## config.mk

```make
export PLATFORM = sky130hd
export DESIGN_NAME = pwh_ctrl
export DESIGN_NICKNAME = d
export VERILOG_FILES = /design/src/hdl/pwh_pkg.sv /design/src/hdl/pwh_ctrl.sv
export SDC_FILE = /design/constraint.sdc
export NUM_CORES = 1
export LEC_CHECK = 0
export BUFFER_PORTS_ARGS = -buffer_cell sky130_fd_sc_hd__clkbuf_2
export CELL_PAD_IN_SITES_DETAIL_PLACEMENT = 0
export CELL_PAD_IN_SITES_GLOBAL_PLACEMENT = 1
export CORE_MARGIN = 2
export CORE_UTILIZATION = 38
export CTS_BUF_LIST = sky130_fd_sc_hd__clkbuf_8
export DETAILED_ROUTE_END_ITERATION = 7
export GPL_TIMING_DRIVEN = 0
export PLACE_DENSITY_LB_ADDON = 0.1
export SYNTH_ARGS = -nofsm -noshare
export SYNTH_HDL_FRONTEND = slang
export SYNTH_SLANG_ARGS = --single-unit
```

## constraint.sdc

```tcl
create_clock -name clk -period 1.9 [get_ports clk]
set_clock_uncertainty 0.2 [all_clocks]
set_input_delay 0.475 -clock clk [delete_from_list [all_inputs] [get_ports clk]]
set_output_delay 0.475 -clock clk [all_outputs]
set_load 0.05 [all_outputs]
```

## src/hdl/pwh_pkg.sv

```systemverilog
// ----------------------------------------------------------------------------
// PID with weighted error history: shared package
// Datapath command codes, controller/datapath structs, register indexes,
// reset values and a 32-bit saturation helper.
// ----------------------------------------------------------------------------
package pwh_pkg;

  localparam int DEF_HISTORY_DEPTH = 4;
  localparam int DEF_FRAC_BITS     = 16;
  localparam int DATA_W            = 32;
  localparam int DT_W              = 31;
  localparam int DECAY_W           = 17;
  localparam int CFG_IDX_W         = 3;
  localparam int DIV_STEPS         = 64;
  localparam int DIV_CNT_W         = 6;

  localparam logic [CFG_IDX_W-1:0] REG_GAIN_P        = 3'd0;
  localparam logic [CFG_IDX_W-1:0] REG_GAIN_I        = 3'd1;
  localparam logic [CFG_IDX_W-1:0] REG_GAIN_D        = 3'd2;
  localparam logic [CFG_IDX_W-1:0] REG_INTEGRAL_LOW  = 3'd3;
  localparam logic [CFG_IDX_W-1:0] REG_INTEGRAL_HIGH = 3'd4;
  localparam logic [CFG_IDX_W-1:0] REG_HISTORY_DECAY = 3'd5;

  localparam logic signed [DATA_W-1:0] RST_GAIN_P        = 32'sd65536;
  localparam logic signed [DATA_W-1:0] RST_GAIN_I        = 32'sd6554;
  localparam logic signed [DATA_W-1:0] RST_GAIN_D        = 32'sd3277;
  localparam logic signed [DATA_W-1:0] RST_INTEGRAL_LOW  = -32'sd205887;
  localparam logic signed [DATA_W-1:0] RST_INTEGRAL_HIGH = 32'sd205887;
  localparam logic [DECAY_W-1:0]       RST_HISTORY_DECAY = 17'd32768;

  localparam logic [3:0] OP_NONE    = 4'd0;
  localparam logic [3:0] OP_LOAD    = 4'd1;
  localparam logic [3:0] OP_ERR     = 4'd2;
  localparam logic [3:0] OP_MUL_GI  = 4'd3;
  localparam logic [3:0] OP_MUL_DT  = 4'd4;
  localparam logic [3:0] OP_INTEG   = 4'd5;
  localparam logic [3:0] OP_HMUL    = 4'd6;
  localparam logic [3:0] OP_HACC    = 4'd7;
  localparam logic [3:0] OP_HW      = 4'd8;
  localparam logic [3:0] OP_COMB    = 4'd9;
  localparam logic [3:0] OP_MUL_GP  = 4'd10;
  localparam logic [3:0] OP_PTERM   = 4'd11;
  localparam logic [3:0] OP_DIVINIT = 4'd12;
  localparam logic [3:0] OP_DIVSTEP = 4'd13;
  localparam logic [3:0] OP_DFIN    = 4'd14;
  localparam logic [3:0] OP_FINISH  = 4'd15;

  typedef struct packed {
    logic [3:0] op;
  } cmd_t;

  typedef struct packed {
    logic dt_zero;
  } sts_t;

  function automatic logic signed [DATA_W-1:0] sat32(input logic signed [67:0] x);
    logic signed [DATA_W-1:0] r;
    if (x > 68'sh0_0000_0000_7FFF_FFFF) begin
      r = 32'sh7FFF_FFFF;
    end else if (x < -68'sh0_0000_0000_8000_0000) begin
      r = 32'sh8000_0000;
    end else begin
      r = x[DATA_W-1:0];
    end
    return r;
  endfunction

endpackage

```

## src/hdl/pwh_ctrl.sv

```systemverilog
// ----------------------------------------------------------------------------
// PID with weighted error history: controller
// Sequences one word through the datapath and owns both handshakes.
// ----------------------------------------------------------------------------
module pwh_ctrl #(
  parameter int HISTORY_DEPTH = pwh_pkg::DEF_HISTORY_DEPTH,
  parameter int KW            = (HISTORY_DEPTH > 1) ? $clog2(HISTORY_DEPTH) : 1
) (
  input  logic          clk,
  input  logic          rst,
  input  logic          in_valid,
  output logic          in_ready,
  output logic          out_valid,
  input  logic          out_ready,
  output pwh_pkg::cmd_t cmd,
  output logic [KW-1:0] k,
  input  pwh_pkg::sts_t sts
);

  localparam logic [3:0] S_IDLE  = 4'd0;
  localparam logic [3:0] S_ERR   = 4'd1;
  localparam logic [3:0] S_MGI   = 4'd2;
  localparam logic [3:0] S_MDT   = 4'd3;
  localparam logic [3:0] S_INTEG = 4'd4;
  localparam logic [3:0] S_HMUL  = 4'd5;
  localparam logic [3:0] S_HACC  = 4'd6;
  localparam logic [3:0] S_HW    = 4'd7;
  localparam logic [3:0] S_COMB  = 4'd8;
  localparam logic [3:0] S_MGP   = 4'd9;
  localparam logic [3:0] S_PTERM = 4'd10;
  localparam logic [3:0] S_DINIT = 4'd11;
  localparam logic [3:0] S_DSTEP = 4'd12;
  localparam logic [3:0] S_DFIN  = 4'd13;
  localparam logic [3:0] S_FIN   = 4'd14;
  localparam logic [KW-1:0] K_LAST = KW'(HISTORY_DEPTH - 1);
  localparam logic [pwh_pkg::DIV_CNT_W-1:0] D_LAST =
    pwh_pkg::DIV_CNT_W'(pwh_pkg::DIV_STEPS - 1);

  logic [3:0] state, state_next;
  logic [KW-1:0] k_next;
  logic [pwh_pkg::DIV_CNT_W-1:0] dcnt, dcnt_next;
  logic out_valid_next;
  logic fin_ok;

  assign in_ready = (state == S_IDLE);
  assign fin_ok   = !out_valid || out_ready;

  always_comb begin
    state_next     = state;
    k_next         = k;
    dcnt_next      = dcnt;
    out_valid_next = out_valid && !out_ready;
    cmd.op         = pwh_pkg::OP_NONE;
    case (state)
      S_IDLE: begin
        if (in_valid) begin
          cmd.op     = pwh_pkg::OP_LOAD;
          state_next = S_ERR;
        end
      end
      S_ERR: begin
        cmd.op     = pwh_pkg::OP_ERR;
        state_next = S_MGI;
      end
      S_MGI: begin
        cmd.op     = pwh_pkg::OP_MUL_GI;
        state_next = S_MDT;
      end
      S_MDT: begin
        cmd.op     = pwh_pkg::OP_MUL_DT;
        state_next = S_INTEG;
      end
      S_INTEG: begin
        cmd.op     = pwh_pkg::OP_INTEG;
        k_next     = '0;
        state_next = S_HMUL;
      end
      S_HMUL: begin
        cmd.op     = pwh_pkg::OP_HMUL;
        state_next = S_HACC;
      end
      S_HACC: begin
        cmd.op     = pwh_pkg::OP_HACC;
        state_next = S_HW;
      end
      S_HW: begin
        cmd.op = pwh_pkg::OP_HW;
        if (k == K_LAST) begin
          state_next = S_COMB;
        end else begin
          k_next     = k + KW'(1);
          state_next = S_HMUL;
        end
      end
      S_COMB: begin
        cmd.op     = pwh_pkg::OP_COMB;
        state_next = S_MGP;
      end
      S_MGP: begin
        cmd.op     = pwh_pkg::OP_MUL_GP;
        state_next = S_PTERM;
      end
      S_PTERM: begin
        cmd.op     = pwh_pkg::OP_PTERM;
        state_next = S_DINIT;
      end
      S_DINIT: begin
        cmd.op     = pwh_pkg::OP_DIVINIT;
        dcnt_next  = '0;
        state_next = sts.dt_zero ? S_DFIN : S_DSTEP;
      end
      S_DSTEP: begin
        cmd.op    = pwh_pkg::OP_DIVSTEP;
        dcnt_next = dcnt + pwh_pkg::DIV_CNT_W'(1);
        if (dcnt == D_LAST) begin
          state_next = S_DFIN;
        end
      end
      S_DFIN: begin
        cmd.op     = pwh_pkg::OP_DFIN;
        state_next = S_FIN;
      end
      S_FIN: begin
        if (fin_ok) begin
          cmd.op         = pwh_pkg::OP_FINISH;
          out_valid_next = 1'b1;
          state_next     = S_IDLE;
        end
      end
      default: begin
        state_next = S_IDLE;
      end
    endcase
  end

  always_ff @(posedge clk) begin
    if (rst) begin
      state     <= S_IDLE;
      k         <= '0;
      dcnt      <= '0;
      out_valid <= 1'b0;
    end else begin
      state     <= state_next;
      k         <= k_next;
      dcnt      <= dcnt_next;
      out_valid <= out_valid_next;
    end
  end

endmodule

```

Yosys cells after proc, flatten, opt, wreduce, memory -nomap -nowiden
Cells that the tools add are included.
{"block": "op_classes", "add_sub_neg": 2, "multipliers": 0, "div": 0, "n_lt_le_gt_ge": 0, "n_eq_ne": 20, "shift": 0, "mux": 14, "bitwise": 0, "reduce_logical": 9}
{"cell": "case mux 4 bit (15 select lines)", "n": 2}
{"cell": "equality test 4 bit, second input constant", "n": 7}
{"cell": "two-way mux 4 bit", "n": 5}
{"cell": "equality test 4 x 3 -> 1 bit, second input constant", "n": 4}
{"cell": "case mux 6 bit (2 select lines)", "n": 1}
{"cell": "equality test 4 x 2 -> 1 bit, second input constant", "n": 2}
{"cell": "!= test 2 bit, second input constant", "n": 4}
{"cell": "adder 6 x 1 -> 6 bit, second input constant", "n": 1}
{"cell": "equality test 6 bit, second input constant", "n": 1}
{"cell": "equality test 4 x 1 -> 1 bit, second input constant", "n": 1}
{"cell": "logical NOT 4 bit", "n": 1}
{"cell": "two-way mux 1 bit", "n": 4}
{"cell": "case mux 2 bit (2 select lines)", "n": 1}
{"cell": "nonzero test 2 bit", "n": 2}
{"cell": "AND reduction 3 bit", "n": 1}
{"cell": "adder 2 x 1 -> 2 bit, second input constant", "n": 1}
{"cell": "equality test 2 bit, second input constant", "n": 1}
{"cell": "logical NOT 1 bit", "n": 2}
{"cell": "two-way mux 2 bit", "n": 1}
{"cell": "AND reduction 2 bit", "n": 1}
{"cell": "logical AND 1 bit", "n": 1}
{"cell": "logical OR 1 bit", "n": 1}
{"block": "word_totals", "reg_bits": 13, "latch_bits": 0, "ramBits": 0, "romBits": 0, "output_inout_bits": 8, "n_memories": 0}

Logic depth before layout (Yosys ltp)
Gate-level depths: netlist of run 1.
{"block": "logic_depth", "ltp_word": 4, "ltp_mapped": 6}

Least setup slack after synthesis of run 1
OpenSTA, ideal clock, no wires.
{"block": "synth_timing", "path_kind": "reg-to-output", "from": "register state[0]", "to": "output port in_ready", "arrival_ps": 2107, "required_ps": 1225, "slack_ps": -882, "stages_incl_launch_ff": 4, "path_cell_list": "dfxtp_1 > buf_6 > clkbuf_1 > nor4_1"}
{"block": "synth_between", "elab_chain_cells": 1}
{"element": "start: declaration", "line_no": "pwh_ctrl.sv:39", "text": "logic [3:0] state, state_next;"}
{"element": "start signal: assignment", "line_no": "pwh_ctrl.sv:143", "text": "state <= state_next;"}
{"element": "logical NOT 4 bit", "line_no": "pwh_ctrl.sv:45", "text": "assign in_ready = (state == S_IDLE);"}
{"element": "end: declaration", "line_no": "pwh_ctrl.sv:12", "text": "output logic in_ready,"}
Every way passes these cells.

==> results of run 1 <==
==> kinds of logic (layout without fill, tap and decap cells) <==
family | Yosys count | count (layout) | synth area share
buffers and inverters | 9 | 40 | 0.0529
AO/OA/AOI/OAI | 27 | 27 | 0.209
flip-flops | 13 | 13 | 0.315
multiplexers | 4 | 4 | 0.0514
adder cells (fa/ha/maj) | 2 | 2 | 0.0303
AND/OR/NAND/NOR | 45 | 45 | 0.342
==> report_power, final <==
group	internal [mW]	switching [mW]
sequential	0.278	0.00960
clock	0.142	0.0942
combinational	0.147	0.156
total	0.568	0.260
==> Yosys cell counts (2+ instances only) <==
cell type / count / area [um^2]
sky130_fd_sc_hd__nor2_1: 11 / 41.3
sky130_fd_sc_hd__dfxtp_1: 13 / 260
sky130_fd_sc_hd__nand4b_1: 2 / 17.5
sky130_fd_sc_hd__and3b_1: 3 / 26.3
sky130_fd_sc_hd__mux2i_1: 2 / 20.0
sky130_fd_sc_hd__nor3_1: 2 / 10.0
sky130_fd_sc_hd__nor3b_1: 4 / 30.0
sky130_fd_sc_hd__nand2b_1: 3 / 18.8
sky130_fd_sc_hd__a31oi_1: 2 / 12.5
sky130_fd_sc_hd__nand2_1: 6 / 22.5
sky130_fd_sc_hd__o21ai_0: 7 / 35.0
sky130_fd_sc_hd__a21oi_1: 8 / 40.0
sky130_fd_sc_hd__and3_1: 2 / 12.5
sky130_fd_sc_hd__nor4_1: 2 / 12.5
sky130_fd_sc_hd__clkbuf_1: 4 / 15.0
sky130_fd_sc_hd__and2_1: 2 / 12.5
sky130_fd_sc_hd__ha_1: 2 / 25.0
sky130_fd_sc_hd__buf_2: 2 / 10.0
sky130_fd_sc_hd__inv_1: 2 / 7.51
sky130_fd_sc_hd__or3_1: 2 / 12.5
==> flip-flops by register name, summed over array words and instances, names as in the netlist <==
signal and count:
k 2, state 4, dcnt 6, out_valid 1
==> final cells by class <==
type | instances | area share
clock buffers | 3 | 0.0309
well taps | 27 | 0.0253
plain buffers | 6 | 0.0758
repair buffers | 28 | 0.191
multi-input cells | 78 | 0.464
inverters | 2 | 0.00561
clock inverters | 1 | 0.00281
flip-flops and latches | 13 | 0.205
==> metrics by stage <==
| step | worst slack [ns] | util | hold WS, ns |
|---|---|---|---|
| after floorplan | 0.00991 | - | 0.270 |
| after global placement | -0.215 | 0.494 | 0.288 |
| after detailed placement | -0.219 | 0.494 | 0.299 |
| after CTS | -0.145 | 0.621 | 0.306 |
| after global routing | -0.151 | 0.668 | 0.346 |
| final | -0.112 | 0.668 | 0.304 |
==> metal layers <==
| metal | vias up | track usage | part of all wire |
|---|---|---|---|
| met5 | - | 0 | 0 |
| met3 | 3 | 0.0357 | 0.053 |
| met1 | 414 | 0.249 | 0.44 |
| li1 | 434 | - | - |
| met4 | 0 | 0.0631 | 0.0068 |
| met2 | 26 | 0.320 | 0.49 |
==> final timing paths <==
check	endpoint	slack (ns)	cells after the start
worst max-delay path	cmd[2]	-0.11	5
worst min-delay path	dcnt[5]	0.30	2
worst max register to register	dcnt[5]	0	7
worst min register to register	dcnt[5]	0.30	2
==> worst register-to-register path: stages, from the launching register on <==
cell                       delay, ns
sky130_fd_sc_hd__dfxtp_1        0.30
sky130_fd_sc_hd__buf_6          0.13
sky130_fd_sc_hd__buf_4          0.14
sky130_fd_sc_hd__and4bb_4       0.35
sky130_fd_sc_hd__buf_12         0.11
sky130_fd_sc_hd__nand4_4        0.11
sky130_fd_sc_hd__or3_1          0.36
sky130_fd_sc_hd__a21oi_1        0.13
==> timing repair <==
| item | 4_1_cts | 5_1_grt |
|---|---|---|
| pin swaps | 2 | 8 |
| endpoints found under the setup margin | 6 | 8 |
| gates resized for setup | 30 | 15 |
| buffers inserted | 9 | 6 |
| hold buffers | 0 | 0 |
| gates cloned | 1 | 0 |
==> impl_table.tex, run 1 <==
\begin{tabular}{lr}
\hline
Metric & Value \\
\hline
\multicolumn{2}{l}{\textbf{Yosys}} \\
\quad Synth warnings & 0 \\
\quad Synthesized area per cell & 8.27 um\^{}2 \\
\quad Top\_reg\_cell synth & sky130\_fd\_sc\_hd\_\_dfxtp\_1 \\
\quad Flops \& latches, synth & 13 \\
\quad Synthesized netlist cell count & 100 \\
\quad Post-synth cell types & 39 \\
\quad Post-synth EDFFs & 0 \\
\quad Sequential share of the synthesized area & 0.315 \\
\quad Share of flip-flops with an asynchronous set or reset after synthesis & 0 \\
\quad Total standard cell area after synthesis & 827 um\^{}2 \\
\quad Synth Net Count & 107 \\
\multicolumn{2}{l}{\textbf{Critical path}} \\
\quad CP Cell Sequence & clkbuf\_16 -> and2\_4 -> o21ai\_2 -> a21o\_2 -> buf\_8 \\
\quad Largest stage delay, worst path & 0.37 ns \\
\quad CP Launch Type & flip-flop \\
\quad Required time of the critical path & 1.22 ns \\
\quad Critical Path Sink Type & output port \\
\quad Critical Path Source & state[3] \\
\quad Max FO, Critical Path & 5 \\
\quad Number of buffers and inverters on the critical path & 2 \\
\quad Startpoint of the most critical register-to-register path & state[0] \\
\quad Top delay family on crit path & flip-flops \\
\quad Data arrival time of the critical path & 1.34 ns \\
\quad Startpoint-to-endpoint class of the critical path & reg -> out \\
\quad Slowest cell on crit path & sky130\_fd\_sc\_hd\_\_dfxtp\_4 \\
\multicolumn{2}{l}{\textbf{Placed design}} \\
\quad Final weighted congestion in routability-driven placement & 0.805 \\
\quad \# port buffers & 12 \\
\quad \# placed instances & 139 \\
\quad HPWL after detailed placement & 1360 um \\
\quad Placement Cell Area & 988 um\^{}2 \\
\multicolumn{2}{l}{\textbf{Timing}} \\
\quad Worst Max-Slew Pin Slew & 0.475 ns \\
\quad Final slew viol count & 0 \\
\quad Tightest slew margin relative to the limit & 0.683 \\
\quad Setup\_tns & -0.300 ns \\
\quad Setup violations, final & 7 \\
\quad Setup repair after global routing missed its margin & true \\
\quad Fraction of the cycle the final worst path needs & 1.06 \\
\quad Worst Slack Setup Final & -0.112 ns \\
\quad Final hold violations & 0 \\
\quad Peak clock frequency supported by timing & 497 MHz \\
\quad Minimum clock period & 2.01 ns \\
\multicolumn{2}{l}{\textbf{Route}} \\
\quad Per-cell via count in the routed design & 5.55 \\
\quad Total number of vias & 877 \\
\quad Routed wirelength normalized by instance count & 15.0 um \\
\quad Antenna Violating Nets Remaining & 0 \\
\quad Initial DRC Count & 24 \\
\quad Pre-Repair DR Iteration Count & 4 \\
\quad Total length of routed wires & 2370 um \\
\quad Number of DRC violations after detailed routing & 0 \\
\multicolumn{2}{l}{\textbf{Global routing}} \\
\quad Final global-route overflow total & 0 \\
\quad Initial antenna violation count & 0 \\
\quad Number of global-route vias before repair & 819 \\
\quad Maximum number of pins on one net before global-route repair & 11 \\
\quad First-pass GRT wire length & 3800 um \\
\quad Overall global routing resource usage & 0.192 \\
\multicolumn{2}{l}{\textbf{Clock tree}} \\
\quad Buffer levels on the longest clock path & 2 \\
\quad Clock tree from TritonCTS & done \\
\quad Number of levels the H-tree was split into & 1 \\
\quad Clock transition at the register clock pins on the worst setup and hold paths after CTS & 0.05 ns \\
\quad Number of clock buffers inserted by TritonCTS & 3 \\
\quad Clock Latency Late Sink & 0.24 ns \\
\quad \# clock sinks & 13 \\
\quad Clock root buffer & sky130\_fd\_sc\_hd\_\_clkbuf\_8 \\
\multicolumn{2}{l}{\textbf{Layout}} \\
\quad Commonest cells after routing, fill and taps aside & sky130\_fd\_sc\_hd\_\_buf\_4 (12), sky130\_fd\_sc\_hd\_\_nor2\_1 (11), sky130\_fd\_sc\_hd\_\_a21oi\_1 (8), sky130\_fd\_sc\_hd\_\_dfxtp\_1 (8), sky130\_fd\_sc\_hd\_\_clkbuf\_2 (7) \\
\quad Commonest non-fill, non-tap cell in the layout & sky130\_fd\_sc\_hd\_\_buf\_4 \\
\quad Antenna diodes & 0 \\
\quad Number of fill cells & 147 \\
\quad Layout cells sized above 1 & 0.450 \\
\quad Net count, final & 139 \\
\quad Final Instance Count excl. Fillers & 158 \\
\quad Non-Filler Cell Area, Final & 1340 um\^{}2 \\
\quad Register area & 274 um\^{}2 \\
\quad Area growth from synthesis to final layout & 61.7\% \\
\quad Multi-input gate area in the final layout & 621 um\^{}2 \\
\multicolumn{2}{l}{\textbf{Pwr}} \\
\quad Pwr per Cell Area & 619 nW/um\^{}2 \\
\quad Static power due to leakage & 0.542 nW \\
\quad Total power & 828 uW \\
\quad Worst supply voltage drop on vdd & 0.504 mV \\
\multicolumn{2}{l}{\textbf{Worst hold path}} \\
\quad Class of the worst hold path & reg -> reg \\
\quad Source of the worst hold timing path & dcnt[5] \\
\multicolumn{2}{l}{\textbf{Floorplanning}} \\
\quad Die boundary width & 50.7 um \\
\quad Floorplan Core Area & 2000 um\^{}2 \\
\quad Die area & 2570 um\^{}2 \\
\quad Initial cell density of the core & 0.413 \\
\quad I/O pin cnt & 13 \\
\quad Height of the chip & 50.7 um \\
\quad Row count & 16 \\
\multicolumn{2}{l}{\textbf{Outcome}} \\
\quad Outcome & complete, but fails checks \\
\quad Failing checks & setup timing \\
\multicolumn{2}{l}{\textbf{Flow run}} \\
\quad Max-Cap Viols & 0 \\
\hline
\end{tabular}
(Power assumes the default switching activity.)
==> run 2, diff against run 1 <==
--- a/config.mk
+++ b/config.mk
@@ -8,12 +8,14 @@
 export BUFFER_PORTS_ARGS = -buffer_cell sky130_fd_sc_hd__clkbuf_2
 export CELL_PAD_IN_SITES_DETAIL_PLACEMENT = 0
 export CELL_PAD_IN_SITES_GLOBAL_PLACEMENT = 1
+export CORE_ASPECT_RATIO = 0.7
 export CORE_MARGIN = 2
 export CORE_UTILIZATION = 38
 export CTS_BUF_LIST = sky130_fd_sc_hd__clkbuf_8
 export DETAILED_ROUTE_END_ITERATION = 7
 export GPL_TIMING_DRIVEN = 0
 export PLACE_DENSITY_LB_ADDON = 0.1
+export RECOVER_POWER = 25
 export SYNTH_ARGS = -nofsm -noshare
 export SYNTH_HDL_FRONTEND = slang
 export SYNTH_SLANG_ARGS = --single-unit
==> run 2 against run 1 <==
The run still ends with setup timing left. Core utilization is 4.5 points lower. Power is 4.8% higher. Combinational power is 7.9% higher. Design area is 2.1% lower. Sequential cell count stayed put. Critical path depth is 1 lower. Wire length is 2.7% higher. Worst hold slack better by 0.0084 ns. Critical path type unchanged.
==> impl_table.tex, run 2 (synthesized netlist as in run 1, its figures left out) <==
\begin{tabular}{lr}
\hline
Metric & Value \\
\hline
\multicolumn{2}{l}{\textbf{Clock tree}} \\
\quad CTS hold repair buffers & 0 (unchanged) \\
\quad Clock root buffer & sky130\_fd\_sc\_hd\_\_clkbuf\_8 (unchanged) \\
\quad Buffer levels on the longest clock path & 2 (unchanged) \\
\quad Number of clock buffers inserted by TritonCTS & 3 (unchanged) \\
\quad Clock transition at the register clock pins on the worst setup and hold paths after CTS & 0.06 ns (was 0.05 ns) \\
\quad Clock Latency Late Sink & 0.25 ns (was 0.24 ns) \\
\quad Clock tree from TritonCTS & done (unchanged) \\
\quad \# clock sinks & 13 (unchanged) \\
\quad Number of levels the H-tree was split into & 1 (unchanged) \\
\multicolumn{2}{l}{\textbf{Route}} \\
\quad Total number of vias & 878 (was 877) \\
\quad Pre-Repair DR Iteration Count & 4 (unchanged) \\
\quad Total length of routed wires & 2430 um (was 2370 um) \\
\quad Antenna Violating Nets Remaining & 0 (unchanged) \\
\quad Number of DRC violations after detailed routing & 0 (unchanged) \\
\quad Routed wirelength normalized by instance count & 15.9 um (was 15.0 um) \\
\quad Initial DRC Count & 29 (was 24) \\
\quad Per-cell via count in the routed design & 5.74 (was 5.55) \\
\multicolumn{2}{l}{\textbf{Global routing}} \\
\quad Initial antenna violation count & 0 (unchanged) \\
\quad Overall global routing resource usage & 0.212 (was 0.192) \\
\quad Maximum number of pins on one net before global-route repair & 11 (unchanged) \\
\quad Final global-route overflow total & 0 (unchanged) \\
\quad First-pass GRT wire length & 4050 um (was 3800 um) \\
\quad Number of global-route vias before repair & 814 (was 819) \\
\multicolumn{2}{l}{\textbf{Critical path}} \\
\quad Largest stage delay, worst path & 0.33 ns (was 0.37 ns) \\
\quad Critical Path Source & state[3] (unchanged) \\
\quad Critical Path Sink Type & output port (unchanged) \\
\quad Max FO, Critical Path & 7 (was 5) \\
\quad CP Cell Sequence & clkbuf\_16 -> and2\_4 -> a211oi\_4 -> buf\_8 (was clkbuf\_16 -> and2\_4 -> o21ai\_2 -> a21o\_2 -> buf\_8) \\
\quad Top delay family on crit path & flip-flops (unchanged) \\
\quad Data arrival time of the critical path & 1.33 ns (was 1.34 ns) \\
\quad Startpoint of the most critical register-to-register path & state[0] (unchanged) \\
\quad CP Launch Type & flip-flop (unchanged) \\
\quad Slowest cell on crit path & sky130\_fd\_sc\_hd\_\_dfxtp\_2 (was sky130\_fd\_sc\_hd\_\_dfxtp\_4) \\
\quad Startpoint-to-endpoint class of the critical path & reg -> out (unchanged) \\
\quad Required time of the critical path & 1.22 ns (about the same) \\
\quad Number of buffers and inverters on the critical path & 2 (unchanged) \\
\multicolumn{2}{l}{\textbf{Layout}} \\
\quad Leading registers by flop count & dcnt (6), state (4), k (2) (unchanged) \\
\quad Antenna diodes & 0 (unchanged) \\
\quad Largest register by flop count & dcnt (unchanged) \\
\quad Number of fill cells & 187 (was 147) \\
\quad Commonest cells after routing, fill and taps aside & sky130\_fd\_sc\_hd\_\_buf\_4 (13), sky130\_fd\_sc\_hd\_\_nor2\_1 (11), sky130\_fd\_sc\_hd\_\_a21oi\_1 (8) (was sky130\_fd\_sc\_hd\_\_buf\_4 (12), sky130\_fd\_sc\_hd\_\_nor2\_1 (11), sky130\_fd\_sc\_hd\_\_a21oi\_1 (8), sky130\_fd\_sc\_hd\_\_dfxtp\_1 (8), sky130\_fd\_sc\_hd\_\_clkbuf\_2 (7)) \\
\quad Layout cells sized above 1 & 0.442 (was 0.450) \\
\quad Commonest non-fill, non-tap cell in the layout & sky130\_fd\_sc\_hd\_\_buf\_4 (unchanged) \\
\quad Net count, final & 137 (was 139) \\
\quad Number of flip-flops in the largest register & 6 (unchanged) \\
\quad Area growth from synthesis to final layout & 58.4\% (was 61.7\%) \\
\multicolumn{2}{l}{\textbf{Pwr}} \\
\quad Worst supply voltage drop on vdd & 0.535 mV (was 0.504 mV) \\
\quad Static power due to leakage & 0.530 nW (was 0.542 nW) \\
\quad Switching power as a share of total power & 0.323 (was 0.314) \\
\quad Share of total power in the clock network & 0.288 (was 0.286) \\
\quad Combinational cell fraction of total power & 0.377 (was 0.366) \\
\quad Part of the power in registers & 0.335 (was 0.348) \\
\quad Internal power component & 588 uW (was 568 uW) \\
\quad Net load switching power & 280 uW (was 260 uW) \\
\quad Pwr per Cell Area & 662 nW/um\^{}2 (was 619 nW/um\^{}2) \\
\multicolumn{2}{l}{\textbf{Floorplanning}} \\
\quad Floorplan Core Area & 2100 um\^{}2 (was 2000 um\^{}2) \\
\quad Die area & 2570 um\^{}2 (about the same) \\
\quad Initial cell density of the core & 0.393 (was 0.413) \\
\quad Die boundary width & 59.8 um (was 50.7 um) \\
\quad Row count & 14 (was 16) \\
\quad Height of the chip & 43.0 um (was 50.7 um) \\
\quad I/O pin cnt & 13 (unchanged) \\
\multicolumn{2}{l}{\textbf{Outcome}} \\
\quad Failing checks & setup timing (unchanged) \\
\quad Outcome & complete, but fails checks (unchanged) \\
\multicolumn{2}{l}{\textbf{Timing}} \\
\quad Tightest slew margin relative to the limit & 0.613 (was 0.683) \\
\quad Fraction of the cycle the final worst path needs & 1.06 (about the same) \\
\quad Setup repair after global routing missed its margin & true (unchanged) \\
\quad Final slew viol count & 0 (unchanged) \\
\quad Worst hold slack after final layout & 0.313 ns (was 0.304 ns) \\
\quad Peak clock frequency supported by timing & 499 MHz (was 497 MHz) \\
\quad Worst Slack Setup Final & -0.106 ns (was -0.112 ns) \\
\quad Minimum clock period & 2.01 ns (about the same) \\
\quad Worst Max-Slew Pin Slew & 0.584 ns (was 0.475 ns) \\
\quad Setup violations, final & 5 (was 7) \\
\quad Final hold violations & 0 (unchanged) \\
\multicolumn{2}{l}{\textbf{Placed design}} \\
\quad Post-Place Worst Slack & -0.217 ns (was -0.219 ns) \\
\quad Final weighted congestion in routability-driven placement & 0.861 (was 0.805) \\
\quad \# port buffers & 12 (unchanged) \\
\quad HPWL after detailed placement & 1470 um (was 1360 um) \\
\multicolumn{2}{l}{\textbf{Worst hold path}} \\
\quad Source of the worst hold timing path & dcnt[5] (unchanged) \\
\quad Class of the worst hold path & reg -> reg (unchanged) \\
\multicolumn{2}{l}{\textbf{Flow run}} \\
\quad Max-Cap Viols & 0 (unchanged) \\
\hline
\end{tabular}
[run 2: final timing paths]
path / cells after the start / slack (ns) / endpoint
setup / recovery: 4 / -0.11 / cmd[0]
hold / removal: 2 / 0.31 / dcnt[5]
setup reg to reg: 7 / 0.05 / state[3]
hold reg to reg: 2 / 0.31 / dcnt[5]
[run 2: what timing repair did]
action	CTS	global route
setup buffers	7	6
resized for setup	32	12
endpoints found under the setup margin	7	8
pin swaps	4	4
gates cloned	0	1
[run 2: through the flow]
stage	cells	TNS, ns	power, mW	util	cell area (um^2)
2_1_floorplan	100	0	0.452	-	895
3_3_place_gp	136	-0.516	0.494	0.468	985
3_5_place_dp	136	-0.627	0.495	0.468	985
4_1_cts	147	-0.500	0.822	0.583	1230
5_1_grt	153	-0.599	0.897	0.623	1310
6_report	153	-0.340	0.868	0.623	1310
[run 2: metal layers]
metal	wire length (um)	vias up	GRT usage
met1	1240	423	0.324
met2	1060	25	0.302
li1	-	428	-
met5	0	-	0
met3	125	2	0.0640
met4	4	0	0.0133
[run 2: power by group through the flow]
| stage | clock network [mW] | logic [mW] | registers (mW) |
|---|---|---|---|
| after floorplan | 0 | 0.161 | 0.291 |
| after global placement | 0 | 0.201 | 0.293 |
| after detailed placement | 0 | 0.201 | 0.294 |
| after CTS | 0.255 | 0.279 | 0.288 |
| after global routing | 0.267 | 0.339 | 0.292 |
| final | 0.250 | 0.327 | 0.291 |
[run 2: final cells by class]
class                           count  area, um^2  area share
Clock inverter                      1        3.75     0.00287
Tap cell                           24        30.0      0.0229
Inverter                            2        7.51     0.00573
Multi-Input combinational cell     78         621       0.474
Clock buffer                        3        41.3      0.0315
Sequential cell                    13         277       0.211
Buffer                              6         105      0.0802
Timing Repair Buffer               26         225       0.172
[run 2: worst min-delay path: cells and delay by family (launching register included)]
kind / cells / cell delay, ns
AO/OA/AOI/OAI: 2 / 0.14
flip-flops: 1 / 0.33
==> run 3, diff against run 2 <==
--- a/config.mk
+++ b/config.mk
@@ -10,11 +10,11 @@
 export CELL_PAD_IN_SITES_GLOBAL_PLACEMENT = 1
 export CORE_ASPECT_RATIO = 0.7
 export CORE_MARGIN = 2
-export CORE_UTILIZATION = 38
+export CORE_UTILIZATION = 42
 export CTS_BUF_LIST = sky130_fd_sc_hd__clkbuf_8
 export DETAILED_ROUTE_END_ITERATION = 7
 export GPL_TIMING_DRIVEN = 0
-export PLACE_DENSITY_LB_ADDON = 0.1
+export PLACE_DENSITY = 0.89
 export RECOVER_POWER = 25
 export SYNTH_ARGS = -nofsm -noshare
 export SYNTH_HDL_FRONTEND = slang
==> constraint.sdc (replaced) <==
create_clock -name clk -period 1.86 [get_ports clk]
set_clock_uncertainty 0.2 [all_clocks]
set_input_delay 0.465 -clock clk [delete_from_list [all_inputs] [get_ports clk]]
set_output_delay 0.465 -clock clk [all_outputs]
set_load 0.05 [all_outputs]
==> run 3 against run 2 <==
First-iteration DRC count increased by 10%. Non-clock buffer count up 5. Via count increased by 8.4%. Sequential share of layout area fell by 0.98 points. Largest power group unchanged. Register-to-register slack worse by 0.05 ns. Sequential cell count unchanged. Highest routed layer unchanged. The flow still finishes with violations (setup timing).
==> impl_table.tex, run 3 (synthesized netlist as in run 1, its figures left out) <==
\begin{tabular}{lr}
\hline
Metric & Value \\
\hline
\multicolumn{2}{l}{\textbf{Outcome}} \\
\quad Outcome & complete, but fails checks (unchanged) \\
\quad Failing checks & setup timing (unchanged) \\
\multicolumn{2}{l}{\textbf{Route}} \\
\quad Antenna Violating Nets Remaining & 0 (unchanged) \\
\quad Uppermost metal layer occupied by signal nets & met4 (unchanged) \\
\quad Total number of vias & 952 (was 878) \\
\quad WL met2 & 1340 um (was 1060 um) \\
\quad Total length of routed wires & 2850 um (was 2430 um) \\
\quad Per-cell via count in the routed design & 6.10 (was 5.74) \\
\quad Routed wirelength normalized by instance count & 18.2 um (was 15.9 um) \\
\quad Met3 wire length & 199 um (was 125 um) \\
\quad Initial DRC Count & 32 (was 29) \\
\quad Number of DRC violations after detailed routing & 0 (unchanged) \\
\quad Pre-Repair DR Iteration Count & 4 (unchanged) \\
\quad Routed length on met1 & 1210 um (was 1240 um) \\
\multicolumn{2}{l}{\textbf{Clock tree}} \\
\quad Clock Latency Late Sink & 0.25 ns (about the same) \\
\quad Number of clock buffers inserted by TritonCTS & 3 (unchanged) \\
\quad Clock tree from TritonCTS & done (unchanged) \\
\quad \# clock sinks & 13 (unchanged) \\
\quad Clock transition at the register clock pins on the worst setup and hold paths after CTS & 0.06 ns (about the same) \\
\quad Buffer levels on the longest clock path & 2 (unchanged) \\
\quad CTS hold repair buffers & 0 (unchanged) \\
\quad Clock root buffer & sky130\_fd\_sc\_hd\_\_clkbuf\_8 (unchanged) \\
\quad Number of levels the H-tree was split into & 1 (unchanged) \\
\multicolumn{2}{l}{\textbf{Global routing}} \\
\quad First-pass GRT wire length & 4130 um (was 4050 um) \\
\quad Initial antenna violation count & 0 (unchanged) \\
\quad Maximum number of pins on one net before global-route repair & 11 (unchanged) \\
\quad Number of global-route vias before repair & 884 (was 814) \\
\quad Overall global routing resource usage & 0.251 (was 0.212) \\
\quad Final global-route overflow total & 0 (unchanged) \\
\multicolumn{2}{l}{\textbf{Pwr}} \\
\quad Static power due to leakage & 0.564 nW (was 0.530 nW) \\
\quad Total power & 893 uW (was 868 uW) \\
\quad Worst supply voltage drop on vdd & 0.456 mV (was 0.535 mV) \\
\quad Pwr per Cell Area & 647 nW/um\^{}2 (was 662 nW/um\^{}2) \\
\multicolumn{2}{l}{\textbf{Critical path}} \\
\quad Startpoint-to-endpoint class of the critical path & reg -> out (unchanged) \\
\quad Critical Path Sink Type & output port (unchanged) \\
\quad Number of buffers and inverters on the critical path & 2 (unchanged) \\
\quad CP Cell Sequence & clkbuf\_16 -> nor4\_4 -> a211oi\_4 -> buf\_8 (was clkbuf\_16 -> and2\_4 -> a211oi\_4 -> buf\_8) \\
\quad Max FO, Critical Path & 6 (was 7) \\
\quad Required time of the critical path & 1.19 ns (was 1.22 ns) \\
\quad Largest stage delay, worst path & 0.38 ns (was 0.33 ns) \\
\quad CP Launch Type & flip-flop (unchanged) \\
\quad Slowest cell on crit path & sky130\_fd\_sc\_hd\_\_dfxtp\_4 (was sky130\_fd\_sc\_hd\_\_dfxtp\_2) \\
\quad Data arrival time of the critical path & 1.38 ns (was 1.33 ns) \\
\quad Worst-case register-to-register setup slack & 0 ns (was 0.05 ns) \\
\quad Top delay family on crit path & flip-flops (unchanged) \\
\multicolumn{2}{l}{\textbf{Layout}} \\
\quad Layout cells sized above 1 & 0.507 (was 0.442) \\
\quad Commonest cells after routing, fill and taps aside & sky130\_fd\_sc\_hd\_\_buf\_4 (14), sky130\_fd\_sc\_hd\_\_nor2\_1 (11), sky130\_fd\_sc\_hd\_\_a21oi\_1 (8) (was sky130\_fd\_sc\_hd\_\_buf\_4 (13), sky130\_fd\_sc\_hd\_\_nor2\_1 (11), sky130\_fd\_sc\_hd\_\_a21oi\_1 (8)) \\
\quad Leading registers by flop count & dcnt (6), state (4), k (2) (unchanged) \\
\quad Net count, final & 142 (was 137) \\
\quad Antenna diodes & 0 (unchanged) \\
\quad Final Instance Count excl. Fillers & 156 (was 153) \\
\quad Non-Filler Cell Area, Final & 1380 um\^{}2 (was 1310 um\^{}2) \\
\quad Number of flip-flops in the largest register & 6 (unchanged) \\
\quad Largest register by flop count & dcnt (unchanged) \\
\quad Commonest non-fill, non-tap cell in the layout & sky130\_fd\_sc\_hd\_\_buf\_4 (unchanged) \\
\quad Area growth from synthesis to final layout & 66.9\% (was 58.4\%) \\
\multicolumn{2}{l}{\textbf{Timing}} \\
\quad Peak clock frequency supported by timing & 490 MHz \\
\quad Worst Max-Slew Pin Slew & 0.515 ns (was 0.584 ns) \\
\quad Final hold violations & 0 (unchanged) \\
\quad Fraction of the cycle the final worst path needs & 1.10 \\
\quad Setup violations, final & 6 (was 5) \\
\quad Setup repair after global routing missed its margin & true (unchanged) \\
\quad Final slew viol count & 0 (unchanged) \\
\quad Tightest slew margin relative to the limit & 0.656 (was 0.613) \\
\quad Minimum clock period & 2.04 ns \\
\quad Worst Slack Setup Final & -0.182 ns (was -0.106 ns) \\
\multicolumn{2}{l}{\textbf{Placed design}} \\
\quad HPWL after detailed placement & 1470 um (about the same) \\
\quad Placement Cell Area & 983 um\^{}2 (was 985 um\^{}2) \\
\quad Final weighted congestion in routability-driven placement & 0.838 (was 0.861) \\
\quad \# placed instances & 134 (was 136) \\
\quad \# port buffers & 12 (unchanged) \\
\quad Post-Place Worst Slack & -0.245 ns (was -0.217 ns) \\
\multicolumn{2}{l}{\textbf{Floorplanning}} \\
\quad Initial cell density of the core & 0.446 (was 0.393) \\
\quad Die area & 2350 um\^{}2 (was 2570 um\^{}2) \\
\quad Floorplan Core Area & 1850 um\^{}2 (was 2100 um\^{}2) \\
\quad I/O pin cnt & 13 (unchanged) \\
\quad Height of the chip & 41.1 um (was 43.0 um) \\
\quad Die boundary width & 57.0 um (was 59.8 um) \\
\quad Row count & 13 (was 14) \\
\multicolumn{2}{l}{\textbf{Worst hold path}} \\
\quad Class of the worst hold path & reg -> reg (unchanged) \\
\multicolumn{2}{l}{\textbf{Flow run}} \\
\quad Max-Cap Viols & 0 (unchanged) \\
\hline
\end{tabular}
-- run 3: cell types whose count changed in the layout (fill, tap and decap cells not counted), moves of 2 or more --
cell,delta
sky130_fd_sc_hd__buf_6,+3
sky130_fd_sc_hd__clkbuf_1,-2
sky130_fd_sc_hd__clkbuf_2,+2
sky130_fd_sc_hd__clkbuf_8,+2
sky130_fd_sc_hd__nand2b_1,+2
sky130_fd_sc_hd__nand2b_4,-2
-- run 3: final cells by class --
cell class,instances,area [um^2]
well taps,22,27.5
inverters,2,7.51
clock buffers,3,41.3
repair buffers,31,285
clock inverters,1,3.75
multi-input cells,78,636
fillers,124,474
plain buffers,6,101
flip-flops and latches,13,278
-- run 3: timing repair --
action	4_1_cts	5_1_grt
pin swaps	5	4
setup buffers	13	4
gates cloned	2	0
hold endpoints to repair	0	0
endpoints found under the setup margin	6	8
gates resized for setup	39	14
-- run 3: worst paths after layout --
check	startpoint	end	cells after the start
setup / recovery	state[2]	cmd[0]	4
hold / removal	dcnt[5]	dcnt[5]	2
setup reg to reg	state[2]	state[2]	6
hold reg to reg	dcnt[5]	dcnt[5]	2
-- run 3: metal layers --
| layer | GRT usage | vias up |
|---|---|---|
| li1 | - | 439 |
| met1 | 0.275 | 449 |
| met2 | 0.448 | 48 |
| met3 | 0.0726 | 16 |
| met4 | 0.163 | 0 |
| met5 | 0 | - |
-- run 3: worst min-delay path: stages (launching register included) --
cell	delay [ns]
sky130_fd_sc_hd__dfxtp_1	0.32
sky130_fd_sc_hd__o211ai_1	0.08
sky130_fd_sc_hd__a21oi_1	0.07
-- run 3: report_power, final --
part	total (mW)	switching (mW)	internal, mW
logic	0.344	0.173	0.171
registers	0.297	0.0120	0.285
clock network	0.252	0.106	0.146
-- run 3: per-stage QoR --
stage,hold slack [ns],TNS [ns],utilization
finish,0.320,-0.696,0.744
detailed placement,0.305,-0.696,0.530
global placement,0.284,-0.577,0.530
global route,0.350,-0.922,0.744
CTS,0.316,-0.711,0.704
floorplan,0.270,-0.0201,-
